[config.mk]
export PLATFORM = sky130hd
export DESIGN_NAME = lifo_stack_engine_unit
export DESIGN_NICKNAME = d
export VERILOG_FILES = /design/src/rtl/core/lse_pkg.sv /design/src/rtl/core/lifo_stack_engine_unit.sv /design/src/rtl/core/lse_cell.sv
export SDC_FILE = /design/constraint.sdc
export NUM_CORES = 1
export LEC_CHECK = 0
export BUFFER_PORTS_ARGS = -buffer_cell sky130_fd_sc_hd__buf_2
export CORE_ASPECT_RATIO = 0.5
export CORE_MARGIN = 1.5
export CORE_UTILIZATION = 60
export CTS_BUF_LIST = sky130_fd_sc_hd__clkbuf_4 sky130_fd_sc_hd__clkbuf_8 sky130_fd_sc_hd__clkbuf_16
export DETAILED_ROUTE_END_ITERATION = 6
export HOLD_SLACK_MARGIN = 0.05
export PLACE_DENSITY = 0.77
export SLEW_MARGIN = 15
export SYNTH_ARGS = -nofsm -noshare
export SYNTH_HDL_FRONTEND = slang
export SYNTH_SLANG_ARGS = --single-unit
[constraint.sdc]
create_clock -name clk -period 87.9 [get_ports clk]
set_input_delay 13.185 -clock clk [delete_from_list [all_inputs] [get_ports clk]]
set_output_delay 13.185 -clock clk [all_outputs]
set_load 0.05 [all_outputs]
[src/rtl/core/lse_pkg.sv]
// ----------------------------------------------------------------------------
// lse_pkg: shared types for the LIFO stack engine
// Command and status codes, transfer payloads and the per-cell control bundle.
// ----------------------------------------------------------------------------
package lse_pkg;

  localparam int WordW = 32;

  typedef enum logic [1:0] {
    CMD_PUSH     = 2'd0,
    CMD_POP      = 2'd1,
    CMD_PEEK     = 2'd2,
    CMD_TRAVERSE = 2'd3
  } command_t;

  typedef enum logic [1:0] {
    ST_OK       = 2'd0,
    ST_OVERFLOW = 2'd1,
    ST_EMPTY    = 2'd2
  } status_t;

  typedef struct packed {
    command_t                  command;
    logic signed [WordW-1:0]   data_value;
  } in_item_t;

  typedef struct packed {
    logic signed [WordW-1:0]   read_value;
    status_t                   status;
    logic                      last_of_run;
  } out_item_t;

  // What every cell does this cycle
  typedef enum logic [1:0] {
    OP_HOLD = 2'd0,
    OP_PUSH = 2'd1,  // take the word above (cell 0: the pushed value)
    OP_POP  = 2'd2,  // take the word below
    OP_ROT  = 2'd3   // take the word below, the wrap cell takes the top word
  } cell_op_t;

  typedef struct packed {
    cell_op_t                  op;
    logic signed [WordW-1:0]   push_word;
    logic signed [WordW-1:0]   wrap_word;
  } cell_ctrl_t;

endpackage

[src/rtl/core/lifo_stack_engine_unit.sv]
// ----------------------------------------------------------------------------
// lifo_stack_engine_unit: bounded LIFO stack of signed 32-bit words
// A row of DEPTH shift cells; cell 0 always holds the top of the stack.
// ----------------------------------------------------------------------------
// Usage:
//   in_*  : valid/ready channel carrying a command (push, pop, peek,
//           traverse) and a value used by push only.
//   out_* : valid/ready channel carrying read_value, status, last_of_run.
//   Push, pop and peek each yield one result, registered in the cycle after
//   the input transfer; a new command is taken every cycle while no traverse
//   runs and the output register is free or being drained in the same cycle.
//   Traverse yields one result per stored entry, top first, one per cycle
//   while the output is not stalled, by rotating the occupied cells up and
//   wrapping the top word into the lowest occupied cell; after entry_count
//   rotations the stack is back in its original order. It blocks new
//   commands until its last result is registered. Empty stack: single
//   result with empty status.
//   Reset (synchronous, rst_n low) empties the stack; cell contents are
//   not cleared since nothing below the fill count is ever read.
//   When the receiver stalls, the output register holds its result and
//   in_ready drops until that result is transferred.
// ----------------------------------------------------------------------------
module lifo_stack_engine_unit #(
  parameter int DEPTH = 16
) (
  input  logic                clk,
  input  logic                rst_n,
  input  logic                in_valid,
  output logic                in_ready,
  input  lse_pkg::in_item_t   in_payload,
  output logic                out_valid,
  input  logic                out_ready,
  output lse_pkg::out_item_t  out_payload
);

  localparam int CW = $clog2(DEPTH + 1);

  typedef enum logic [1:0] {
    S_IDLE = 2'b01,
    S_TRAV = 2'b10
  } state_t;

  state_t              state_r,     state_nxt;
  logic [CW-1:0]       cnt_r,       cnt_nxt;    // entries stored
  logic [CW-1:0]       rem_r,       rem_nxt;    // traverse results still due
  logic                out_valid_r, out_valid_nxt;
  lse_pkg::out_item_t  out_r,       out_nxt;

  lse_pkg::cell_ctrl_t                ctrl;
  logic signed [lse_pkg::WordW-1:0]   cell_q [DEPTH];
  logic signed [lse_pkg::WordW-1:0]   top_word;

  logic slot_free;
  logic in_fire;
  logic is_full;
  logic is_empty;

  assign top_word  = cell_q[0];
  assign slot_free = !out_valid_r || out_ready;
  assign in_ready  = (state_r == S_IDLE) && slot_free;
  assign in_fire   = in_valid && in_ready;
  assign is_full   = (cnt_r == CW'(DEPTH));
  assign is_empty  = (cnt_r == '0);

  // ---------------------------------------------------------------- control
  always_comb begin
    state_nxt     = state_r;
    cnt_nxt       = cnt_r;
    rem_nxt       = rem_r;
    out_valid_nxt = out_valid_r && !out_ready;
    out_nxt       = out_r;
    ctrl.op        = lse_pkg::OP_HOLD;
    ctrl.push_word = in_payload.data_value;
    ctrl.wrap_word = top_word;

    if (in_fire) begin
      out_valid_nxt       = 1'b1;
      out_nxt.read_value  = '0;
      out_nxt.status      = lse_pkg::ST_OK;
      out_nxt.last_of_run = 1'b1;
      unique case (in_payload.command)
        lse_pkg::CMD_PUSH: begin
          if (is_full) begin
            out_nxt.status = lse_pkg::ST_OVERFLOW;
          end else begin
            ctrl.op = lse_pkg::OP_PUSH;
            cnt_nxt = cnt_r + CW'(1);
          end
        end
        lse_pkg::CMD_POP: begin
          if (is_empty) begin
            out_nxt.status = lse_pkg::ST_EMPTY;
          end else begin
            ctrl.op            = lse_pkg::OP_POP;
            cnt_nxt            = cnt_r - CW'(1);
            out_nxt.read_value = top_word;
          end
        end
        lse_pkg::CMD_PEEK: begin
          if (is_empty) begin
            out_nxt.status = lse_pkg::ST_EMPTY;
          end else begin
            out_nxt.read_value = top_word;
          end
        end
        lse_pkg::CMD_TRAVERSE: begin
          if (is_empty) begin
            out_nxt.status = lse_pkg::ST_EMPTY;
          end else begin
            // first result goes out right away
            ctrl.op             = lse_pkg::OP_ROT;
            out_nxt.read_value  = top_word;
            out_nxt.last_of_run = (cnt_r == CW'(1));
            if (cnt_r != CW'(1)) begin
              state_nxt = S_TRAV;
              rem_nxt   = cnt_r - CW'(1);
            end
          end
        end
        default: begin
          out_nxt.status = lse_pkg::ST_EMPTY;
        end
      endcase
    end else if (state_r == S_TRAV && slot_free) begin
      ctrl.op             = lse_pkg::OP_ROT;
      out_valid_nxt       = 1'b1;
      out_nxt.read_value  = top_word;
      out_nxt.status      = lse_pkg::ST_OK;
      out_nxt.last_of_run = (rem_r == CW'(1));
      rem_nxt             = rem_r - CW'(1);
      if (rem_r == CW'(1)) begin
        state_nxt = S_IDLE;
      end
    end
  end

  always_ff @(posedge clk) begin
    if (!rst_n) begin
      state_r     <= S_IDLE;
      cnt_r       <= '0;
      rem_r       <= '0;
      out_valid_r <= 1'b0;
    end else begin
      state_r     <= state_nxt;
      cnt_r       <= cnt_nxt;
      rem_r       <= rem_nxt;
      out_valid_r <= out_valid_nxt;
    end
  end

  always_ff @(posedge clk) begin
    out_r <= out_nxt;
  end

  assign out_valid   = out_valid_r;
  assign out_payload = out_r;

  // ---------------------------------------------------------------- cell row
  for (genvar i = 0; i < DEPTH; i++) begin : g_cell
    logic signed [lse_pkg::WordW-1:0] above_w;
    logic signed [lse_pkg::WordW-1:0] below_w;
    logic                             wrap_w;

    if (i == 0) begin : g_top
      assign above_w = ctrl.push_word;
    end else begin : g_mid
      assign above_w = cell_q[i-1];
    end

    if (i == DEPTH - 1) begin : g_bot
      assign below_w = '0;
    end else begin : g_up
      assign below_w = cell_q[i+1];
    end

    // lowest occupied cell receives the top word during a rotate
    assign wrap_w = (cnt_r == CW'(i + 1));

    lse_cell u_cell (
      .clk        (clk),
      .ctrl       (ctrl),
      .is_wrap    (wrap_w),
      .from_above (above_w),
      .from_below (below_w),
      .word_q     (cell_q[i])
    );
  end

  // ---------------------------------------------------------------- checks
  a_cnt_bound: assert property (@(posedge clk) disable iff (!rst_n)
    cnt_r <= CW'(DEPTH))
    else $error("fill count above depth");

  a_trav_rem: assert property (@(posedge clk) disable iff (!rst_n)
    state_r == S_TRAV |-> rem_r != '0)
    else $error("traverse with nothing left to emit");

  a_trav_cnt: assert property (@(posedge clk) disable iff (!rst_n)
    state_r == S_TRAV |-> rem_r < cnt_r && $stable(cnt_r))
    else $error("fill count moved during traverse");

  a_push_inc: assert property (@(posedge clk) disable iff (!rst_n)
    in_fire && in_payload.command == lse_pkg::CMD_PUSH && !is_full
    |=> cnt_r == $past(cnt_r) + CW'(1))
    else $error("push did not grow the stack");

  a_pop_dec: assert property (@(posedge clk) disable iff (!rst_n)
    in_fire && in_payload.command == lse_pkg::CMD_POP && !is_empty
    |=> cnt_r == $past(cnt_r) - CW'(1))
    else $error("pop did not shrink the stack");

endmodule

[src/rtl/core/lse_cell.sv]
// ----------------------------------------------------------------------------
// lse_cell: one stack slot
// Holds one word and shifts it toward the top or the bottom on command.
// ----------------------------------------------------------------------------
module lse_cell (
  input  logic                              clk,
  input  lse_pkg::cell_ctrl_t               ctrl,
  input  logic                              is_wrap,
  input  logic signed [lse_pkg::WordW-1:0]  from_above,
  input  logic signed [lse_pkg::WordW-1:0]  from_below,
  output logic signed [lse_pkg::WordW-1:0]  word_q
);

  logic signed [lse_pkg::WordW-1:0] word_r;
  logic signed [lse_pkg::WordW-1:0] word_nxt;

  always_comb begin
    unique case (ctrl.op)
      lse_pkg::OP_HOLD: word_nxt = word_r;
      lse_pkg::OP_PUSH: word_nxt = from_above;
      lse_pkg::OP_POP:  word_nxt = from_below;
      lse_pkg::OP_ROT:  word_nxt = is_wrap ? ctrl.wrap_word : from_below;
      default:          word_nxt = word_r;
    endcase
  end

  // payload only, no reset
  always_ff @(posedge clk) begin
    word_r <= word_nxt;
  end

  assign word_q = word_r;

endmodule
=== After elaboration in Yosys (flattened, before gate mapping) ===
Index checks and enable logic that the tools add are counted.

* Equal/unequal tests: 32
* Add/sub/neg operators: 3
* Reductions and logical operators: 18
* Muxes and demuxes: 63
* Bitwise logic cells: 1

{| class="wikitable"
|+ Operators by type and width
! operator !! number
|-
| $pmux 32 s3 || 16
|-
| $mux 32 || 18
|-
| $mux 35 || 2
|-
| $eq 5x4->1 const B || 8
|-
| $mux 5 || 7
|-
| $mux 2 || 11
|-
| $eq 5x3->1 const B || 4
|-
| $eq 2x2->1 const B || 5
|-
| $eq 5x1->1 const B || 2
|-
| $eq 5x2->1 const B || 2
|-
| $pmux 5 s2 || 1
|-
| $sub 5x1->5 const B || 2
|-
| $ne 2x2->1 const B || 4
|-
| $reduce_and 4->1 || 2
|-
| $eq 2x1->1 const B || 3
|-
| $mux 1 || 6
|-
| $pmux 2 s3 || 1
|-
| $reduce_bool 2->1 || 3
|-
| $add 5x1->5 const B || 1
|-
| $eq 5x5->1 const B || 1
|-
| $logic_not 5->1 || 1
|-
| $ne 5x1->1 const B || 1
|-
| $reduce_and 5->1 || 1
|-
| $logic_and 1x1->1 || 4
|-
| 8 further kinds || 11
|}

* Input port bits: 38
* Bits in registers: 560
* Output and inout bits: 37

=== Logic depth before layout (Yosys ltp) ===
Gate-level depths: netlist of the first run.

* Word-level depth: 8
* Depth in mapped cells: 10

=== By module ===
Synthesis of the first run repeated with hierarchy kept, for this count alone.

* Cells, all modules: 3130
* Area total of the unflattened synthesis: 33138.0 µm²

{| class="wikitable"
|+ Modules (own cells, without submodules)
! module !! instances !! cells each !! area each (µm²)
|-
| lse_cell || 16 || 182 || 1919.3
|-
| lifo_stack_engine_unit || 1 || 218 || 2428.6
|}

=== Worst setup path before layout of the first run ===
No wires, ideal clock.

* Path type: input to register
* Start: input in_valid
* End: register g_cell[0].u_cell.word_r, in the netlist g_cell[0].u_cell.word_q[0] (enable)
* Data required time: 87509 ps
* Setup time: 391 ps
* Stages on the path: 5
* Path slack: 37797 ps
* Arrival: 49712 ps
* Path through: and3b_1 -> nand2_1 -> clkbuf_1 -> o21ai_0 -> o21a_1

* Word-level cells in the longest chain between the ends: 5

{| class="wikitable"
|+ RTL lines
! what !! RTL line !! source
|-
| start: declaration || lifo_stack_engine_unit.sv:28 || <nowiki>input logic in_valid,</nowiki>
|-
| $logic_and 1x1->1 * || lifo_stack_engine_unit.sv:61 || <nowiki>assign in_fire = in_valid && in_ready;</nowiki>
|-
| $mux 2 * || lifo_stack_engine_unit.sv:76 || <nowiki>if (in_fire) begin</nowiki>
|-
| $eq 2x2->1 / $logic_not 2->1 (equally long branches) || lse_cell.sv:18 || <nowiki>unique case (ctrl.op)</nowiki>
|-
| $ne 2x2->1 (no line) / $not 1->1 (equally long branches) || - ||
|-
| $reduce_and 2->1 (no line) * || - ||
|-
| end signal: assignment || lse_cell.sv:29 || <nowiki>word_r <= word_nxt;</nowiki>
|-
| end: declaration || lse_cell.sv:14 || <nowiki>logic signed [lse_pkg::WordW-1:0] word_r;</nowiki>
|}

Every way passes the cells marked *; elsewhere a longest branch is shown, timed or not.
A chain may end at the register's enable or synchronous reset.

=== Worst setup path in the final report of the first run ===
* Start: input out_ready
* End: output in_ready

* Word-level cells in the longest chain between the ends: 2

{| class="wikitable"
|+ RTL lines
! what !! RTL line !! source
|-
| start: declaration || lifo_stack_engine_unit.sv:32 || <nowiki>input logic out_ready,</nowiki>
|-
| $logic_or 1x1->1 || lifo_stack_engine_unit.sv:59 || <nowiki>assign slot_free = !out_valid_r || out_ready;</nowiki>
|-
| $logic_and 1x1->1 || lifo_stack_engine_unit.sv:60 || <nowiki>assign in_ready = (state_r == S_IDLE) && slot_free;</nowiki>
|-
| end: declaration || lifo_stack_engine_unit.sv:29 || <nowiki>output logic in_ready,</nowiki>
|}

No other way between the ends.

==> results of run 1 <==
layout make-up:
type | count | area, sq um
multi-input combinational | 1495 | 11500
tap | 638 | 798
clock inverter | 21 | 163
inverter | 6 | 22.5
clock buffer | 64 | 1340
fill | 3484 | 16200
timing repair buffer | 106 | 636
sequential | 560 | 16700
tightest hold or removal path, delay by kind of cell (launching register included):
family | cells | cell delay (ns)
flip-flops | 1 | 0.33
AND/OR/NAND/NOR | 1 | 0.06
AO/OA/AOI/OAI | 1 | 0.05
cell families (layout without fill, tap and decap cells):
group | count (synthesis) | in the layout | share of synthesized area (%)
AO/OA/AOI/OAI | 900 | 900 | 19.8
flip-flops | 560 | 560 | 57.3
multiplexers | 483 | 483 | 16.9
buffers and inverters | 249 | 197 | 3.56
AND/OR/NAND/NOR | 99 | 99 | 1.97
adder cells (fa/ha/maj) | 8 | 8 | 0.344
XOR/XNOR | 5 | 5 | 0.151
flip-flops by register name, indices dropped and copies added (netlist names):
signal / flops
g_cell.u_cell.word_q: 512
cnt_r: 5
rem_r: 5
out_valid: 1
state_r: 2
out_payload: 35
per-layer routing:
layer	part of all wire, %	up-vias
li1	-	9013
met1	46	9950
met2	44	848
met3	8.8	82
met4	1.4	0
met5	0	-
layout by cell type, fill, tap and decap left out, drive strengths merged, types with 3 or more instances in the layout:
| cell type | n |
|---|---|
| o211ai | 3 |
| dfxtp | 13 |
| nor3 | 4 |
| inv | 5 |
| mux2 | 64 |
| a22oi | 416 |
| edfxtp | 547 |
| ha | 8 |
| and2 | 38 |
| clkinv | 19 |
| o21ai | 422 |
| and3 | 6 |
| nor2b | 3 |
| clkbuf | 64 |
| nor3b | 4 |
| nand2b | 4 |
| nand2 | 10 |
| xnor2 | 3 |
| a22o | 32 |
| buf | 106 |
| nor2 | 16 |
| bufinv | 3 |
| a21oi | 12 |
| mux2i | 419 |
report_power, final:
group,total [W],switching [W],internal (W)
clock network,0.000212,0.0000962,0.000116
logic,0.0000832,0.0000518,0.0000314
registers,0.000341,0.0000170,0.000324
metrics by stage:
step | area (sq um) | instances
6_report | 31100 | 2890
5_1_grt | 31100 | 2890
4_1_cts | 31100 | 2890
3_5_place_dp | 29600 | 2805
3_3_place_gp | 29600 | 2805
2_1_floorplan | 29100 | 2304
path summary, 6_finish.rpt:
check | startpoint | to | cells past startpoint
hold / removal | rem_r[1]$_SDFFE_PN0P_ | rem_r[1]$_SDFFE_PN0P_ | 2
setup reg to reg | cnt_r[0]$_SDFFE_PN0P_ | g_cell[6].u_cell.word_q[10]$_DFFE_PP_ | 9
hold reg to reg | rem_r[1]$_SDFFE_PN0P_ | rem_r[1]$_SDFFE_PN0P_ | 2
setup / recovery | out_ready | in_ready | 4
==> impl_metrics.toml, run 1 <==
[run_status]
status = "completed"

[yosys]
ys_ff_latch = 560
post_synth_num_cell_types = 54
synth.most_common_cell = "edfxtp_1"
synth.net_count = 2350
syn_area_sq_mm = 0.0291
synth_cells = 2304
synth_flop_cell = "edfxtp_1"
synth_top_area_share_pct = 56.4
ys_seq_area_share_pct = 57.3
synth_edf_count = 547
synthArstFlopShare_pct = 0
avgSynthCellArea_sq_um = 12.6
ys_warn_count = 0
yosys-top-cells-count = "547 x edfxtp_1, 421 x o21ai_0, 419 x mux2i_1, 416 x a22oi_1, 177 x clkbuf_1"
yosysTopAreaCell = "edfxtp_1"
synth_area_leaders = "edfxtp_1 56%, mux2i_1 14%, a22oi_1 11%"

[worst_setup_path]
cp.buffers_inverters = 2
path_cells = "buf_2 > nor2b_1 > nor3b_1 > buf_2"
cp_top_family = "simple AND/OR/NAND/NOR gates"
arrival_ns = 13.96
cpMostUsedCell = "buf_2"
crit_path_top_delay_cell = "nor2b_1"
crit_path_end_kind = "output pin"
crit_fanout = 4
cpPeakStageDelay_ns = 0.31
cp_data_required_time_ns = 74.71
cp-start-kind = "primary input"
reg2reg_slack_ns = 82.89
criticalPathCategory = "in -> out"

[timing]
worst_pin_slew_ns = 1.17
rsz0062_at_grt = "no"
fmax_mhz = 36.8
whs_ns = 0.477
hold_viol_final = 0
fin_tns_setup_ns = 0
slew-limit-headroom_pct = 22.0
slew_violations = 0
setup_violations = 0
min_period_over_period_pct = 30.9
fin_crit_ns = 27.14
setup_ws_ns = 60.76
finClkSkew_ns = 0.0118

[clocking]
root_buffer = "clkbuf_16"
ctsResizeCount = 0
cts.path.max_buffers = 3
clk_pin_slew_ns = 0.07
holdBufCountCts = 0
numCtsBuffers = 49
cts_tree = "yes"
clock-sinks = 560
htreeDepth = 2
clkLatencyLatePin_ns = 0.57
postCtsSetupBuffers = 0

[place]
gp_congestion = 0.754
pre_cts_ws_ns = 60.70
port_buffers = 74
dpl.hpwl_mm = 35.7

[floorplan]
initial_utilization_pct = 61.4
dieArea_sq_mm = 0.0499
die_w_um = 314
io_pins = 75
rows = 56
coreArea_sq_mm = 0.0474
die_y_um = 159

[grt]
grt_max_degree = 207
grt_pass1_vias = 18400
grt-busiest-layer = "met1"
grt_first_pass_wirelength_mm = 106
grtUsageMet2_pct = 38.1
met1_usage_pct = 42.1
track_usage_pct = 26.5
met3_usage_pct = 4.77
grt.overflow.total = 0
antenna_found_initial = 2

[layout]
nNetsFinal = 2264
n_antenna_cell = 0
drive_gt1_share_pct = 11.8
syn_to_final_growth_pct = 6.96
fin_util_pct = 65.7

[routing]
drc_errors = 0
firstDrtPassIters = 5
vias_per_cell = 6.88
routed_wirelength_mm = 68.6
wl_per_cell_um = 23.7
drtIter0Drc = 2897
ant_nets = 0
vias = 19900

[run]
max_cap_violations = 0

[power_and_ir_drop]
leakagePower_nw = 10.1
power.density_mw_per_mm2 = 20.4
finalPower_w = 0.000636
peakVddDrop_v = 0.0000147

[min_path]
hold_class = "reg -> reg"
No activity file was read; power rests on OpenSTA's default activity.
==> run 2, diff against run 1 <==
--- a/config.mk
+++ b/config.mk
@@ -8,7 +8,7 @@
 export BUFFER_PORTS_ARGS = -buffer_cell sky130_fd_sc_hd__buf_2
 export CORE_ASPECT_RATIO = 0.5
 export CORE_MARGIN = 1.5
-export CORE_UTILIZATION = 60
+export CORE_UTILIZATION = 57
 export CTS_BUF_LIST = sky130_fd_sc_hd__clkbuf_4 sky130_fd_sc_hd__clkbuf_8 sky130_fd_sc_hd__clkbuf_16
 export DETAILED_ROUTE_END_ITERATION = 6
 export HOLD_SLACK_MARGIN = 0.05
==> constraint.sdc (replaced) <==
create_clock -name clk -period 23.9 [get_ports clk]
set_input_delay 3.585 -clock clk [delete_from_list [all_inputs] [get_ports clk]]
set_output_delay 3.585 -clock clk [all_outputs]
set_load 0.05 [all_outputs]
==> run 2 against run 1 <==
Compared with the run above: non-clock buffer count rose by 3; final cell count rose by 2.3%; clock power increased to 3.8 times the previous value; sequential power rose to 3.7 times the previous value; flip-flop and latch count unchanged; critical path type unchanged; largest cell class unchanged.
==> impl_metrics.toml, run 2 (same netlist as run 1, synthesis figures left out) <==
[worst_setup_path]
cp_data_required_time_ns = 20.32
cp_top_family = "simple AND/OR/NAND/NOR gates"
crit_path_top_delay_cell = "nor2b_1"
r2r_end = "g_cell[0].u_cell.word_q[14]$_DFFE_PP_"
worstRegToRegCells = 10
cp.depth = 4
arrival_ns = 4.33
reg2reg_slack_ns = 18.71
crit_path_end_kind = "output pin"
cp.buffers_inverters = 2
crit_fanout = 4
cpMostUsedCell = "buf_2"
cp-start-kind = "primary input"
criticalPathCategory = "in -> out"
reg2reg_from = "cnt_r[0]$_SDFFE_PN0P_"
path_cells = "buf_2 > nor2b_1 > nor3b_1 > buf_2"
cpPeakStageDelay_ns = 0.32

[clocking]
htreeDepth = 2
clock-sinks = 560
postCtsSetupBuffers = 0
clkLatencyLatePin_ns = 0.59
cts_tree = "yes"
ctsResizeCount = 0
clk_pin_slew_ns = 0.06
root_buffer = "clkbuf_16"
cts.path.max_buffers = 3
numCtsBuffers = 50
holdBufCountCts = 0

[run]
max_cap_violations = 0

[min_path]
min_path_cells = 2
min_from = "rem_r[1]$_SDFFE_PN0P_"
hold_path_end = "rem_r[1]$_SDFFE_PN0P_"
hold_class = "reg -> reg"

[layout]
largest_register_ff_count = 512
syn_to_final_growth_pct = 7.63
nNetsFinal = 2268
final_cell_mix = "547 x edfxtp_1, 419 x mux2i_1, 419 x o21ai_0"
n_fill_cell = 3824
final_common_cell = "edfxtp_1"
drive_gt1_share_pct = 12.4

[timing]
hold_viol_final = 0
slew-limit-headroom_pct = 23.3
min_period_over_period_pct = 33.1
whs_ns = 0.486
rsz0062_at_grt = "no"
setup_violations = 0
finClkSkew_ns = 0.0160
fmax_mhz = 126
fin_tns_setup_ns = 0
setup_ws_ns = 15.99
worst_pin_slew_ns = 1.15
slew_violations = 0
fin_crit_ns = 7.91

[floorplan]
coreArea_sq_mm = 0.0503
io_pins = 75
die_y_um = 163
die_w_um = 323
dieArea_sq_mm = 0.0525
rows = 58
initial_utilization_pct = 57.9

[run_status]
status = "completed"

[routing]
vias = 19800
wl_per_cell_um = 23.3
firstDrtPassIters = 6
routed_wirelength_mm = 68.8
drtIter0Drc = 2751
ant_nets = 0
vias_per_cell = 6.71
drc_errors = 0

[grt]
grt.overflow.total = 0
track_usage_pct = 25.7
grt_pass1_vias = 18500
grt_first_pass_wirelength_mm = 108
grt_max_degree = 188
antenna_found_initial = 5

[place]
gp_congestion = 0.756
pre_cts_ws_ns = 15.92
dpl.hpwl_mm = 36.6
port_buffers = 74

[power_and_ir_drop]
peakVddDrop_v = 0.0000459
power.density_mw_per_mm2 = 75.3
leakagePower_nw = 10.2
finalPower_w = 0.00236
==> run 2: cell types whose count changed in the layout (fill, tap and decap cells not counted), sizes merged <==
cell    delta
diode      +2
clkbuf     +3
inv        +1
bufinv     -2
buf        +3
clkinv     +7
==> run 2: final cells by class <==
cell class,count,area [sq um],area share [%]
Antenna cell,2,5.00,0.0160
Clock buffer,67,1430,4.57
Clock inverter,27,154,0.491
Inverter,6,22.5,0.0719
Multi-Input combinational cell,1495,11500,36.6
Sequential cell,560,16700,53.3
Tap cell,690,863,2.76
Timing Repair Buffer,109,683,2.18
==> run 2: where the power goes <==
part           total, W  internal [W]  switching [W]
sequential      0.00125       0.00119      0.0000634
combinational  0.000305      0.000116       0.000189
clock          0.000801      0.000433       0.000368
==> run 2: metrics by stage <==
| stage | std cells | area (sq um) | utilization (%) |
|---|---|---|---|
| 3_5_place_dp | 2860 | 29700 | 59.1 |
| 5_1_grt | 2954 | 31300 | 62.3 |
| 3_3_place_gp | 2860 | 29700 | 59.1 |
| 6_report | 2956 | 31300 | 62.3 |
| 2_1_floorplan | 2304 | 29100 | - |
| 4_1_cts | 2954 | 31300 | 62.3 |
==> run 2: routing by layer <==
| metal | track usage [%] | vias up | wire length [um] | part of all wire (%) |
|---|---|---|---|---|
| met5 | 0 | - | 0 | 0 |
| met4 | 4.93 | 0 | 1040 | 1.5 |
| met3 | 4.35 | 88 | 5160 | 7.5 |
| met2 | 36.9 | 738 | 30000 | 44 |
| met1 | 40.8 | 9980 | 32600 | 47 |
| li1 | - | 9036 | - | - |
==> run 2: worst register-to-register path, delay by kind of cell (launching register included) <==
| family | cells | cell delay [ns] |
|---|---|---|
| AOI/OAI and AO/OA | 1 | 0.16 |
| adders and majority gates | 1 | 0.32 |
| DFF | 1 | 0.38 |
| buffers and inverters | 5 | 2.91 |
| muxes | 1 | 0.43 |
| and+or+nand+nor | 2 | 0.76 |
==> run 2: worst max-delay path by stage <==
stage,slack [ns],from,endpoint
finish,15.99,out_ready,in_ready
global route,15.93,out_ready,in_ready
CTS,15.98,out_ready,in_ready
detailed placement,15.92,out_ready,g_cell[0].u_cell.word_q[14]$_DFFE_PP_
global placement,15.95,out_ready,g_cell[0].u_cell.word_q[15]$_DFFE_PP_
floorplan,5.78,in_valid,g_cell[0].u_cell.word_q[0]$_DFFE_PP_
